--- src/design/cst_pkg.sv ---
`timescale 1ns / 1ps
package cst_pkg;

	localparam int unsigned GRAD_W     = 16;
	localparam int unsigned STRESS_W   = 24;
	localparam int unsigned CFG_W      = 16;
	localparam int unsigned SQ_W       = 32;
	localparam int unsigned ROOT_W     = 16;
	localparam int unsigned DIVIDEND_W = 36;
	localparam int unsigned QUOT_W     = 24;
	localparam int unsigned PROD_SHIFT = 11;
	localparam int unsigned PADDR_W    = 3;

	localparam logic [CFG_W-1:0] SIGMA_RESET     = 16'd655;
	localparam logic [CFG_W-1:0] THRESHOLD_RESET = 16'd16;

	typedef enum logic {
		REG_SURFACE_TENSION    = 1'b0,
		REG_GRADIENT_THRESHOLD = 1'b1
	} reg_sel_t;

	typedef struct packed {
		logic signed [GRAD_W-1:0] grad_x;
		logic signed [GRAD_W-1:0] grad_y;
	} in_t;

	typedef struct packed {
		logic signed [STRESS_W-1:0] tau_xx;
		logic signed [STRESS_W-1:0] tau_xy;
		logic signed [STRESS_W-1:0] tau_yy;
		logic                       flat;
	} out_t;

endpackage

--- src/design/cst_div.sv ---
`timescale 1ns / 1ps
module cst_div
	import cst_pkg::*;
(
	input  logic                  clk,
	input  logic                  en,
	input  logic [DIVIDEND_W-1:0] dividend,
	input  logic [ROOT_W-1:0]     divisor,
	output logic [QUOT_W-1:0]     quotient
);

	logic [DIVIDEND_W-1:0] dvd_s [QUOT_W];
	logic [ROOT_W-1:0]     dvs_s [QUOT_W];
	logic [ROOT_W-1:0]     rem_s [QUOT_W];
	logic [QUOT_W-1:0]     quo_s [QUOT_W];

	// restoring division, one quotient bit per stage; quotient is known to fit
	for (genvar i = 0; i < QUOT_W; i++) begin : g_stage
		localparam int unsigned J = QUOT_W - 1 - i;
		logic [DIVIDEND_W-1:0] dvd_in;
		logic [ROOT_W-1:0]     dvs_in;
		logic [ROOT_W-1:0]     rem_in;
		logic [QUOT_W-1:0]     quo_in;
		logic [ROOT_W:0]       shifted;

		if (i == 0) begin : g_first
			assign dvd_in = dividend;
			assign dvs_in = divisor;
			assign rem_in = ROOT_W'(dividend[DIVIDEND_W-1:QUOT_W]);
			assign quo_in = '0;
		end else begin : g_next
			assign dvd_in = dvd_s[i-1];
			assign dvs_in = dvs_s[i-1];
			assign rem_in = rem_s[i-1];
			assign quo_in = quo_s[i-1];
		end

		assign shifted = {rem_in, dvd_in[J]};

		always_ff @(posedge clk) begin
			if (en) begin
				dvd_s[i] <= dvd_in;
				dvs_s[i] <= dvs_in;
				if (shifted >= {1'b0, dvs_in}) begin
					rem_s[i] <= ROOT_W'(shifted - {1'b0, dvs_in});
					quo_s[i] <= quo_in | (QUOT_W'(1) << J);
				end else begin
					rem_s[i] <= ROOT_W'(shifted);
					quo_s[i] <= quo_in;
				end
			end
		end
	end

	assign quotient = quo_s[QUOT_W-1];

endmodule

--- config.mk ---
export PLATFORM = sky130hd
export DESIGN_NAME = cst_div
export DESIGN_NICKNAME = d
export VERILOG_FILES = /design/src/design/cst_pkg.sv /design/src/design/cst_div.sv
export SDC_FILE = /design/constraint.sdc
export NUM_CORES = 2
export LEC_CHECK = 0
export BUFFER_PORTS_ARGS = -buffer_cell sky130_fd_sc_hd__buf_2
export CORE_AREA = 2 2 240 420
export DETAILED_ROUTE_END_ITERATION = 8
export DIE_AREA = 0 0 242 422
export PLACE_DENSITY_LB_ADDON = 0.05
export SYNTH_ARGS = -nofsm -noshare
export SYNTH_HDL_FRONTEND = slang
export SYNTH_SLANG_ARGS = --single-unit
--- constraint.sdc ---
create_clock -name clk -period 3.5 [get_ports clk]
set_input_delay 0.175 -clock clk [delete_from_list [all_inputs] [get_ports clk]]
set_output_delay 0.175 -clock clk [all_outputs]
set_load 0.02 [all_outputs]
After elaboration in Yosys (flattened, before gate mapping). Memory sizes are Yosys's and may differ from the RTL's. Cells that the tools add are included.

Flip-flop bits (word level): 0. Latch bits: 0. Bits in writable memories: 2208. Bits in read-only memories: 0. Input bits: 54. Output and inout port bits: 24. Logic and storage cells: 294. Memories: 4.

Memory list: dvd_s (words 24, bits a word 36, rd ports 23, clocked after Yosys merged registers in 0, write ports 24, RTL line cst_div.sv:12) `logic [DIVIDEND_W-1:0] dvd_s [QUOT_W];`; quo_s (words 24, bits a word 24, rd ports 24, clocked after Yosys merged registers in 0, write ports 24, RTL line cst_div.sv:15) `logic [QUOT_W-1:0] quo_s [QUOT_W];`; dvs_s (words 24, bits a word 16, rd ports 23, clocked after Yosys merged registers in 0, write ports 24, RTL line cst_div.sv:13) `logic [ROOT_W-1:0] dvs_s [QUOT_W];`; rem_s (words 24, bits a word 16, rd ports 23, clocked after Yosys merged registers in 0, write ports 24, RTL line cst_div.sv:14) `logic [ROOT_W-1:0] rem_s [QUOT_W];`.

Add/subtract/negate cells: 24. Multiply operators: 0. Divide/modulo/power cells: 0. Order comparisons: 24. Equality and inequality tests: 0. Shift operators: 0. Multiplexer cells: 194. Bitwise gates (word level): 48. Reductions and logical operators: 0.

Operators with widths (count): 24-bit two-way mux (24); 17-bit by 16-bit >= comparator with 1-bit output (23); 16-bit two-way mux (24); 16-bit subtractor (23); 1-bit two-way mux (146); 1-bit OR (48); 13-bit by 16-bit >= comparator with 1-bit output (1); 13-bit by 16-bit subtractor with 16-bit output (1).

Depth between registers and ports, before layout. An unclocked memory read counts as a cell.

Depth after elaboration: 6. Mapped depth: 12. Gate-level depth less buffers: 11.

Worst setup path before layout. Ideal clock, no wire load.

Kind: register -> register. Start point: memory dvs_s[21][1] (netlist: dvs_s[2][81]). End point: memory rem_s[22][8] (netlist: rem_s[2][104]), data pin. Library setup time: 0.260 ns. Data arrival time: 2.782 ns. Data required time: 3.240 ns. Setup slack: 0.458 ns. Cell stages (with the launch flop): 12. Buffers on the path: 1. Period minus slack after synthesis: 3.042 ns. Path through: edfxtp_1 > inv_1 > ha_1 > nor2b_4 > o31a_2 > nor3_2 > o31ai_2 > o21ai_1 > nand2_1 > a2111oi_4 > buf_6 > mux2_2.

RTL lines (RTL line): start, declared (cst_div.sv:13); end, declared (cst_div.sv:14).

==> reports/summary.txt <==
Post-synth EDFFs = 1312
First-pass DRT Iterations = 6
vias in the first global route = 38102
Internal Power = 38.43 mW
average vias per placed instance = 5.793
leading cell types in the layout, fill and taps excluded = 1312 x edfxtp_1, 464 x inv_1, 381 x ha_1, 323 x nor2_1, 299 x a21oi_1
Hold Startpoint = dividend[0]
Pwr Density = 826.6 nW/um^2
unique cell type count in the Yosys netlist = 72
maximum clock rate = 294.8 MHz
sequential power share = 40.7%
R2R setup slack = 0.11 ns
CTS tree = done
part of the Yosys area used for sequential elements = 63.71%
Final Skew = 0.04931 ns
Total GRT Usage = 25.62%
Switching Fraction = 32.67%
first-pass GRT wire length = 200600 um
Final min period = 3.392 ns
flops & latches, synth = 1312
Routed WL = 129600 um
Final HPWL DP = 95220 um
worst r2r src = dvs_s[1][86]
crit-path max FO = 21
leakage power = 27.13 nW
dominant synthesized flop cell = edfxtp_1
critical path arrival = 3.86 ns
IO buf count = 77
Layout Utilization = 69.91%
largest net degree at the start of global routing = 169
Worst Hold Path EP = dvd_s[0][0]
hold path depth = 2
Rows = 153
Placeable Area = 98780 sq um
antenna violations before repair = 3
die area = 102100 sq um
CP Class = reg2reg
Logic pwr share = 35.8%
post-CTS setup buffer count = 0
P&R area growth vs syn = 11.67%
syn nets = 5117
Initial Util = 62.60%
final setup vio count = 0
setup TNS = 0 ns
reg2reg path depth = 10
Num Clock Sinks = 1312
Startpoint Class = register
peak supply drop = 0.5328 mV
Mapped Area = 61840 sq um
NumNets Final = 5368
DRT iter0 DRCs = 1938
vias = 36641
layout cells sized above 1 = 11.19%
Num CTS Buffers = 115
CTS Root Cell = clkbuf_16
RR Endpoint = rem_s[1][109]
Clock Power Share = 23.5%
I/O pin count = 78
Critical Path Sink Type = register
Critical Path RT = 3.97 ns
outcome = completed
clk buf depth = 3
grt ovf = 0
synth warn = 0
clock-pin slew of the registers on the worst-case setup and hold paths = 0.07 ns
die height = 422 um
RSZ-0062 raised after global routing = no
Final Hold Viols = 0
H-tree Lvls = 3
Slew Limit Fails = 0
Slew @ Worst Pin = 1.217 ns
max-capacitance violation count = 0
Synth Instances = 4659
routability cong. = 0.9154
worst hold-check path type = in2reg
most common cell after layout, fill and taps aside = edfxtp_1
final worst-path cycle share = 96.91%
Avg Inst Size Synth = 13.27 sq um
DIE WIDTH = 242 um
P_sw = 18.65 mW
Final ANT Viol Nets = 0
ys async rst share = 0%
Slew headroom = 18.89%
DR DRC count = 0
WL/cell = 20.49 um
Worst-Skew Late Latency = 0.76 ns
## layout make-up
class                   count  area, sq um
diodes                      4        10.01
clock buffers             131         2938
clock inverters            80         1094
fillers                  6952        29730
inverters                 464         1742
multi-input cells        2794        20430
flip-flops and latches   1312        39400
well taps                1317         1648
repair buffers            223         1792
## cell usage after synthesis, drive strengths merged, types with 21 or more instances
| cell type | count | area, sq um |
|---|---|---|
| edfxtp | 1312 | 39400 |
| inv | 464 | 1742 |
| ha | 381 | 4767 |
| nor2 | 323 | 1212 |
| a21oi | 299 | 1496 |
| o21ai | 250 | 1251 |
| nand2 | 229 | 859.6 |
| mux2 | 170 | 1914 |
| xnor2 | 136 | 1191 |
| xor2 | 115 | 1007 |
| a21o | 97 | 729.5 |
| o21a | 84 | 630.6 |
| clkbuf | 74 | 277.8 |
| nor2b | 70 | 445.4 |
| nand3 | 65 | 325.3 |
| a31oi | 64 | 400.4 |
| nand2b | 57 | 356.6 |
| nand4 | 37 | 231.5 |
| o31ai | 37 | 282.8 |
| nor3 | 35 | 180.2 |
| o21bai | 33 | 247.7 |
| fa | 23 | 460.4 |
| or3 | 22 | 137.6 |
| o31a | 21 | 185.2 |
## stage by stage
stage	area [sq um]	instances	hold slack, ns	power, mW	setup slack (ns)
after floorplan	61840	4659	0.2739	37.89	0.4581
after global placement	64480	6057	0.3510	43.37	0.2103
after detailed placement	64480	6057	0.3536	43.77	0.1779
after CTS	69040	6321	0.07866	57.39	0.1218
after global routing	69050	6325	0.1118	60.39	0.02359
final	69050	6325	0.1404	57.08	0.1083
## logic make-up (layout without fill, tap and decap cells)
group                      count (synthesis)  after routing  share of synthesized area [%]
AOI/OAI and AO/OA                       1021           1021                          10.34
xor gates and xnor gates                 251            251                          3.555
adders and majority gates                404            404                          8.454
buffers and inverters                    553            898                          3.399
DFF                                     1312           1312                          63.71
muxes                                    190            190                          3.420
other                                      0              4                              0
and+or+nand+nor                          928            928                          7.118
## state kept, by name, indices dropped and copies added (netlist names)
register	count
quo_s	300
dvs_s	368
rem_s	368
dvd_s	276
## power groups by stage
stage | clock network [mW] | logic, mW | registers [mW]
floorplan | 0 | 15.2 | 22.7
global placement | 0 | 19.9 | 23.5
detailed placement | 0 | 20.2 | 23.5
CTS | 13.7 | 20.4 | 23.3
global route | 14.2 | 22.7 | 23.5
finish | 13.4 | 20.4 | 23.2
## layer usage
metal,vias to the layer above,track usage [%],part of all wire (%)
li1,17672,-,-
met1,17806,23.43,32
met2,734,50.91,57
met3,429,3.161,2.8
met4,0,18.28,7.9
met5,-,0,0
## how the worst max path moves through the flow
stage                             from            end  slack (ns)  cells past startpoint
final                     dvs_s[1][86]  rem_s[1][109]        0.11                     10
after detailed placement  dvs_s[1][86]  rem_s[1][105]        0.18                     10
after CTS                 dvs_s[1][86]  rem_s[1][109]        0.12                     10
after floorplan           dvs_s[2][81]  rem_s[2][104]        0.46                     11
after global placement    dvs_s[1][86]  rem_s[1][106]        0.21                     10
after global routing      rem_s[0][17]   rem_s[0][44]        0.02                      7
## worst max-delay path: stages, from the launching register on
cell and delay, ns:
edfxtp_1 0.45, inv_1 0.07, ha_1 0.37, nand3_1 0.15, nor3_1 0.55, o311a_1 0.35, a2111o_1 0.18, a31oi_1 0.17
a2bb2oi_2 0.15, buf_4 0.30, mux2_2 0.38
## repair_timing
| item | in CTS | in global routing |
|---|---|---|
| resized for setup | 0 | 0 |
| hold endpoints to repair | 82 | 0 |
| hold buffers | 53 | 0 |
No activity file was read; power rests on OpenSTA's default activity.
