--- src/design/cst_pkg.sv ---
`timescale 1ns / 1ps
package cst_pkg;

	localparam int unsigned GRAD_W     = 16;
	localparam int unsigned STRESS_W   = 24;
	localparam int unsigned CFG_W      = 16;
	localparam int unsigned SQ_W       = 32;
	localparam int unsigned ROOT_W     = 16;
	localparam int unsigned DIVIDEND_W = 36;
	localparam int unsigned QUOT_W     = 24;
	localparam int unsigned PROD_SHIFT = 11;
	localparam int unsigned PADDR_W    = 3;

	localparam logic [CFG_W-1:0] SIGMA_RESET     = 16'd655;
	localparam logic [CFG_W-1:0] THRESHOLD_RESET = 16'd16;

	typedef enum logic {
		REG_SURFACE_TENSION    = 1'b0,
		REG_GRADIENT_THRESHOLD = 1'b1
	} reg_sel_t;

	typedef struct packed {
		logic signed [GRAD_W-1:0] grad_x;
		logic signed [GRAD_W-1:0] grad_y;
	} in_t;

	typedef struct packed {
		logic signed [STRESS_W-1:0] tau_xx;
		logic signed [STRESS_W-1:0] tau_xy;
		logic signed [STRESS_W-1:0] tau_yy;
		logic                       flat;
	} out_t;

endpackage

--- src/design/cst_isqrt.sv ---
`timescale 1ns / 1ps
module cst_isqrt
	import cst_pkg::*;
(
	input  logic              clk,
	input  logic              en,
	input  logic [SQ_W-1:0]   sq,
	output logic [ROOT_W-1:0] root
);

	logic [SQ_W-1:0]   rem_s  [ROOT_W];
	logic [ROOT_W-1:0] root_s [ROOT_W];

	// one root bit per stage, remainder kept as sq - root^2
	for (genvar i = 0; i < ROOT_W; i++) begin : g_stage
		localparam int unsigned K = ROOT_W - 1 - i;
		logic [SQ_W-1:0]   rem_in;
		logic [ROOT_W-1:0] root_in;
		logic [SQ_W-1:0]   trial;

		if (i == 0) begin : g_first
			assign rem_in  = sq;
			assign root_in = '0;
		end else begin : g_next
			assign rem_in  = rem_s[i-1];
			assign root_in = root_s[i-1];
		end

		assign trial = (SQ_W'(root_in) << (K + 1)) + (SQ_W'(1) << (2 * K));

		always_ff @(posedge clk) begin
			if (en) begin
				if (rem_in >= trial) begin
					rem_s[i]  <= rem_in - trial;
					root_s[i] <= root_in | (ROOT_W'(1) << K);
				end else begin
					rem_s[i]  <= rem_in;
					root_s[i] <= root_in;
				end
			end
		end
	end

	assign root = root_s[ROOT_W-1];

endmodule

--- config.mk ---
export PLATFORM = sky130hd
export DESIGN_NAME = cst_isqrt
export DESIGN_NICKNAME = d
export VERILOG_FILES = /design/src/design/cst_pkg.sv /design/src/design/cst_isqrt.sv
export SDC_FILE = /design/constraint.sdc
export NUM_CORES = 1
export LEC_CHECK = 0
export BUFFER_PORTS_ARGS = -buffer_cell sky130_fd_sc_hd__clkbuf_2
export CORE_AREA = 2 2 276 278
export CTS_CLUSTER_DIAMETER = 50
export DETAILED_ROUTE_END_ITERATION = 8
export DIE_AREA = 0 0 278 280
export SLEW_MARGIN = 20
export SYNTH_ARGS = -nofsm -noshare
export SYNTH_HDL_FRONTEND = slang
export SYNTH_SLANG_ARGS = --single-unit
export TNS_END_PERCENT = 1
--- constraint.sdc ---
create_clock -name clk -period 3 [get_ports clk]
set_input_delay 0 -clock clk [delete_from_list [all_inputs] [get_ports clk]]
set_output_delay 0 -clock clk [all_outputs]
set_load 0.005 [all_outputs]
* Word level (Yosys, flattened, before mapping) *
Memories as Yosys holds them, arrays and structs flattened.
Cells that the tools add are included.

operators by class
  add/sub/neg operators = 31
  bitwise operators = 32
  mux-type cells = 128
  magnitude comparators = 16

operators with widths
  operator                number
  $mux 32                 16
  $mux 16                 16
  $mux 1                  96
  $add 31x29->32 const B  1
  $ge 32x18->1            1
  $ge 32x19->1            1
  $ge 32x20->1            1
  $ge 32x21->1            1
  $ge 32x22->1            1
  $ge 32x23->1            1
  $ge 32x24->1            1
  $ge 32x25->1            1
  $ge 32x26->1            1
  $ge 32x27->1            1
  $ge 32x28->1            1
  $ge 32x29->1            1
  $ge 32x30->1            1
  $ge 32x31->1            1
  $ge 32x31->1 const B    1
  $ge 32x32->1            1
  $or 1x1->1              32
  $sub 32x18->32          1
  $sub 32x19->32          1
  $sub 32x20->32          1
  27 further kinds        27

storage, ports and cells
  output and inout port bits = 16
  input port bits = 34
  memory bits (writable) = 768
  bits in registers = 0
  memories kept = 2
  word-level logic and storage cells = 209

memories
  name    words  bits a word  rd ports  clocked after memory_dff  write ports  line             text
  rem_s   16     32           15        0                         16           cst_isqrt.sv:11  logic [SQ_W-1:0] rem_s [ROOT_W];
  root_s  16     16           16        0                         16           cst_isqrt.sv:12  logic [ROOT_W-1:0] root_s [ROOT_W];

* Depth between registers and ports, before layout *
An unclocked memory read counts as a cell.

  word-level depth = 7
  depth in mapped cells = 12
  mapped depth without buffers = 10

* Least setup slack after synthesis *
Ideal clock, no wire load.

  path kind = reg-to-reg
  start point = memory rem_s[13][17], in the netlist rem_s[1][177]
  end point = memory rem_s[14][6], in the netlist rem_s[1][198] (data pin)
  library setup time = 0.260 ns
  period minus slack after synthesis = 2.827 ns
  arrival time = 2.567 ns
  required time = 2.740 ns
  path slack = 0.173 ns
  buffers on the path = 1
  cell stages (with the launch flop) = 9
  path through = edfxtp_1 ha_1 a2111o_1 nor3_2 and4b_1 o21ai_1 nor3_4 buf_2 mux2_2

RTL lines
  what         line
  from (decl)  cst_isqrt.sv:11

==> impl_summary.txt <==
----------------------------------------------------
[Timing]
  Minimum period implied by the final worst setup slack ... 2.93 ns
  Worst max-slew margin expressed relative to the limit ... 34.8%
  Hold Fails Final Rpt ... 0
  Post-route clock period utilization ... 97.6%
  Maximum frequency from static timing analysis ... 0.341 GHz
  Minimum setup slack in the final design ... 0.0716 ns
  Fin. max-slew vios ... 0
  Clock skew ... 0.0380 ns
  Slew at the pin closest to its max-slew limit ... 0.978 ns
  Unrepaired setup endpoints after global routing ... true
  Endpoints failing setup ... 0

[Power and ir drop]
  Worst supply voltage drop on vdd ... 0.559 mV
  Switching component of the power ... 0.00632 W
  Proportion of power drawn by the clock network ... 37.1%
  Leakage power total ... 12.9 nW
  Total power of the final layout ... 0.0237 W
  Cell internal pwr ... 0.0173 W
  Portion of total power attributed to combinational logic ... 14.8%
  Sw Share ... 26.7%
  Sequential Power Share ... 48.0%
  Areal power density over the cells ... 688 nW/µm²

[Logic synthesis]
  Cell types with the largest area share after synthesis ... edfxtp_1 62%, ha_1 6.3%, xnor2_1 3.3%
  Most repeated cell in the gate-level netlist after synthesis ... edfxtp_1
  Number of warning messages in the yosys log ... 0
  Cell type contributing the most total cell area after synthesis ... edfxtp_1
  Most used flip-flop cell after synthesis ... edfxtp_1
  Net count after synthesis ... 2509
  Portion of synthesized cell area occupied by the leading cell type ... 62.5%
  Unique cell type count in the Yosys netlist ... 86
  Post-Synthesis Cells ... 2325
  Arithmetic-cell share of the synthesized area counting full adders, half adders and majority gates ... 6.34%
  Area of the mapped netlist ... 29600 µm²
  Leading cell types by count after synthesis ... 616 x edfxtp_1, 191 x inv_1, 161 x nor2_1
  Post-synthesis average cell area ... 12.7 µm²
  Complex-gate fraction of the synthesized area ... 9.01%
  XOR/XNOR Fraction of Synth Area ... 5.59%
  Simple-gate share of the synthesized area ... 12.2%
  Proportion of synthesized area in mux cells ... 1.14%
  Seq/Total Area, Yosys ... 62.5%
  Fraction of registers with async set or reset after synthesis ... 0%
  EDFF count, synth ... 616
  Register bit total from synthesis ... 616
  Main combinational cell family by area after synthesis ... simple AND/OR/NAND/NOR gates

[Global route]
  Global-route wire length before repair ... 101000 µm
  All-Layer GR Usage ... 16.4%
  Initial antenna violation count ... 0
  Via count of the first global-routing pass ... 19100
  Remaining Overflow, GRT ... 0
  Pin count of the biggest net entering global routing ... 160

[Clock network]
  Clock tree from TritonCTS ... yes
  H-tree level count ... 3
  CTS buffer count ... 75
  Count of clock tree sinks ... 616
  Master cell of the clock root buffer ... clkbuf_16
  Later-pin clock latency in the skew report ... 0.62 ns
  Clock slew at reported path FFs ... 0.06 ns
  CTS max path bufs ... 3

[Worst setup path]
  Reg-to-Reg Start ... rem_s[1][52]
  Destination of the worst register-to-register timing path ... rem_s[1][94]
  CP Class ... flip-flop to flip-flop
  Type of origin of the critical path ... flip-flop
  Type of destination of the critical path ... flip-flop
  Crit path launch ... rem_s[1][52]
  Required time worst endpoint ... 3.34 ns
  Worst Reg2Reg Path Length in Cells ... 7
  Destination of the critical timing path ... rem_s[1][94]
  Worst EP arrival ... 3.27 ns
  Register-to-register setup slack ... 0.07 ns
  Maximum fanout count along the critical path ... 9

[Placement]
  I/O Buffers ... 49
  Placed wire-length estimate after detailed placement ... 46600 µm
  GP Congestion ... 0.885
  Setup slack at placement ... -0.295 ns

[Detailed routing]
  DRC Markers ... 0
  Routed len/inst ... 18.0 µm
  Vias per inst ... 5.26
  Detail Route Antenna Nets ... 0
  Starting DRC count in detailed routing ... 1154
  Number of iterations in the first detailed-routing pass ... 5
  Vias ... 18600
  Wire length reported by the detailed router ... 63800 µm

[Hold path]
  Path type of the worst min-delay path ... primary input to flip-flop

[Final layout]
  Share of final-layout standard cells stronger than drive strength 1 ... 12.1%
  Post-layout utilization of the core ... 45.7%
  Final net count ... 2684
  Ant. Diodes ... 0
  Area added between synthesis and finish ... 16.1%

[Status]
  Status ... complete, no violations

[Die]
  Initial Utilization ... 39.4%
  I/O pin cnt ... 50
  Overall die area ... 77800 µm²
  Placeable core area ... 75200 µm²
  Vertical die dimension ... 280 µm
  Row count ... 101
  Overall die width ... 278 µm

[Job]
  Count of maximum capacitance violations ... 0

----------------------------------------------------
-- sequential cells by signal, summed over array words and instances (netlist names) --
name	count
root_s	136
rem_s	480
-- layout by cell type (no fill, tap or decap), types with 23 or more instances in the layout --
cell type,count
a21oi_1,122
o21a_1,29
nor2_1,160
ha_1,149
nor3_1,66
dlygate4sd3_1,33
xor2_1,78
clkbuf_16,75
xnor2_1,111
o21ai_0,92
clkbuf_2,48
buf_4,67
nor4_1,62
edfxtp_1,616
inv_1,191
nand2_1,127
a211oi_1,23
nand4_1,35
nand2b_1,26
nand3_1,45
a21o_1,28
-- logic make-up after synthesis --
| family | after synthesis |
|---|---|
| adder cells (fa/ha/maj) | 150 |
| flip-flops | 616 |
| XOR/XNOR | 189 |
| AO/OA/AOI/OAI | 412 |
| AND/OR/NAND/NOR | 680 |
| multiplexers | 31 |
| buffers and inverters | 247 |
-- worst min path at each step --
stage,from,endpoint,slack [ns],depth (start not counted)
after floorplan,sq[0],rem_s[0][0],0.1,0
after global placement,sq[22],rem_s[0][22],0.19,1
after detailed placement,sq[26],rem_s[0][26],0.20,1
after CTS,sq[26],rem_s[0][26],0.05,2
after global routing,sq[26],rem_s[0][26],0.09,2
final,sq[26],rem_s[0][26],0.1,2
-- routing by layer --
| metal | share of wire, % | global-route usage, % | up-vias |
|---|---|---|---|
| met5 | 0 | 0 | - |
| met3 | 3.7 | 3.06 | 139 |
| met2 | 53 | 31.0 | 336 |
| li1 | - | - | 9079 |
| met4 | 3.7 | 6.67 | 0 |
| met1 | 39 | 17.9 | 9061 |
-- area by class of cell --
class | instances | area (µm²)
Fill cell | 6569 | 40800
Sequential cell | 616 | 18500
Multi-Input combinational cell | 1462 | 10300
Clock buffer | 84 | 1910
Tap cell | 978 | 1220
Timing Repair Buffer | 153 | 1170
Inverter | 192 | 723
Clock inverter | 53 | 538
-- worst max-delay path: stages, from the launching register on --
cell and delay, ns:
edfxtp_1 0.43, ha_1 0.40, nand2_1 0.16, nor4_2 0.46, o31ai_2 0.23, a2111oi_4 0.58
nand4b_1 0.20, xnor2_1 0.18
-- metrics by stage --
stage / TNS, ns / hold slack, ns / instances / instance area, µm²
6_report: 0 / 0.0978 / 3538 / 34400
5_1_grt: -0.0748 / 0.0865 / 3538 / 34400
4_1_cts: 0 / 0.0540 / 3538 / 34300
3_5_place_dp: -0.876 / 0.196 / 3368 / 31400
3_3_place_gp: -0.893 / 0.194 / 3368 / 31400
2_1_floorplan: 0 / 0.0989 / 2325 / 29600
-- power groups by stage --
stage	clock network [W]	registers, W	logic (W)
finish	0.00879	0.0114	0.00351
global route	0.00932	0.0115	0.00393
CTS	0.00900	0.0114	0.00348
detailed placement	0	0.0115	0.00341
global placement	0	0.0115	0.00332
floorplan	0	0.0112	0.00258
-- timing repair --
item,4_1_cts,5_1_grt
endpoints found under the setup margin,35,65
pin swaps,1,2
buffers inserted,0,0
resized for setup,8,28
hold buffers,33,0
hold endpoints to repair,50,0
No activity file was read; power rests on OpenSTA's default activity.
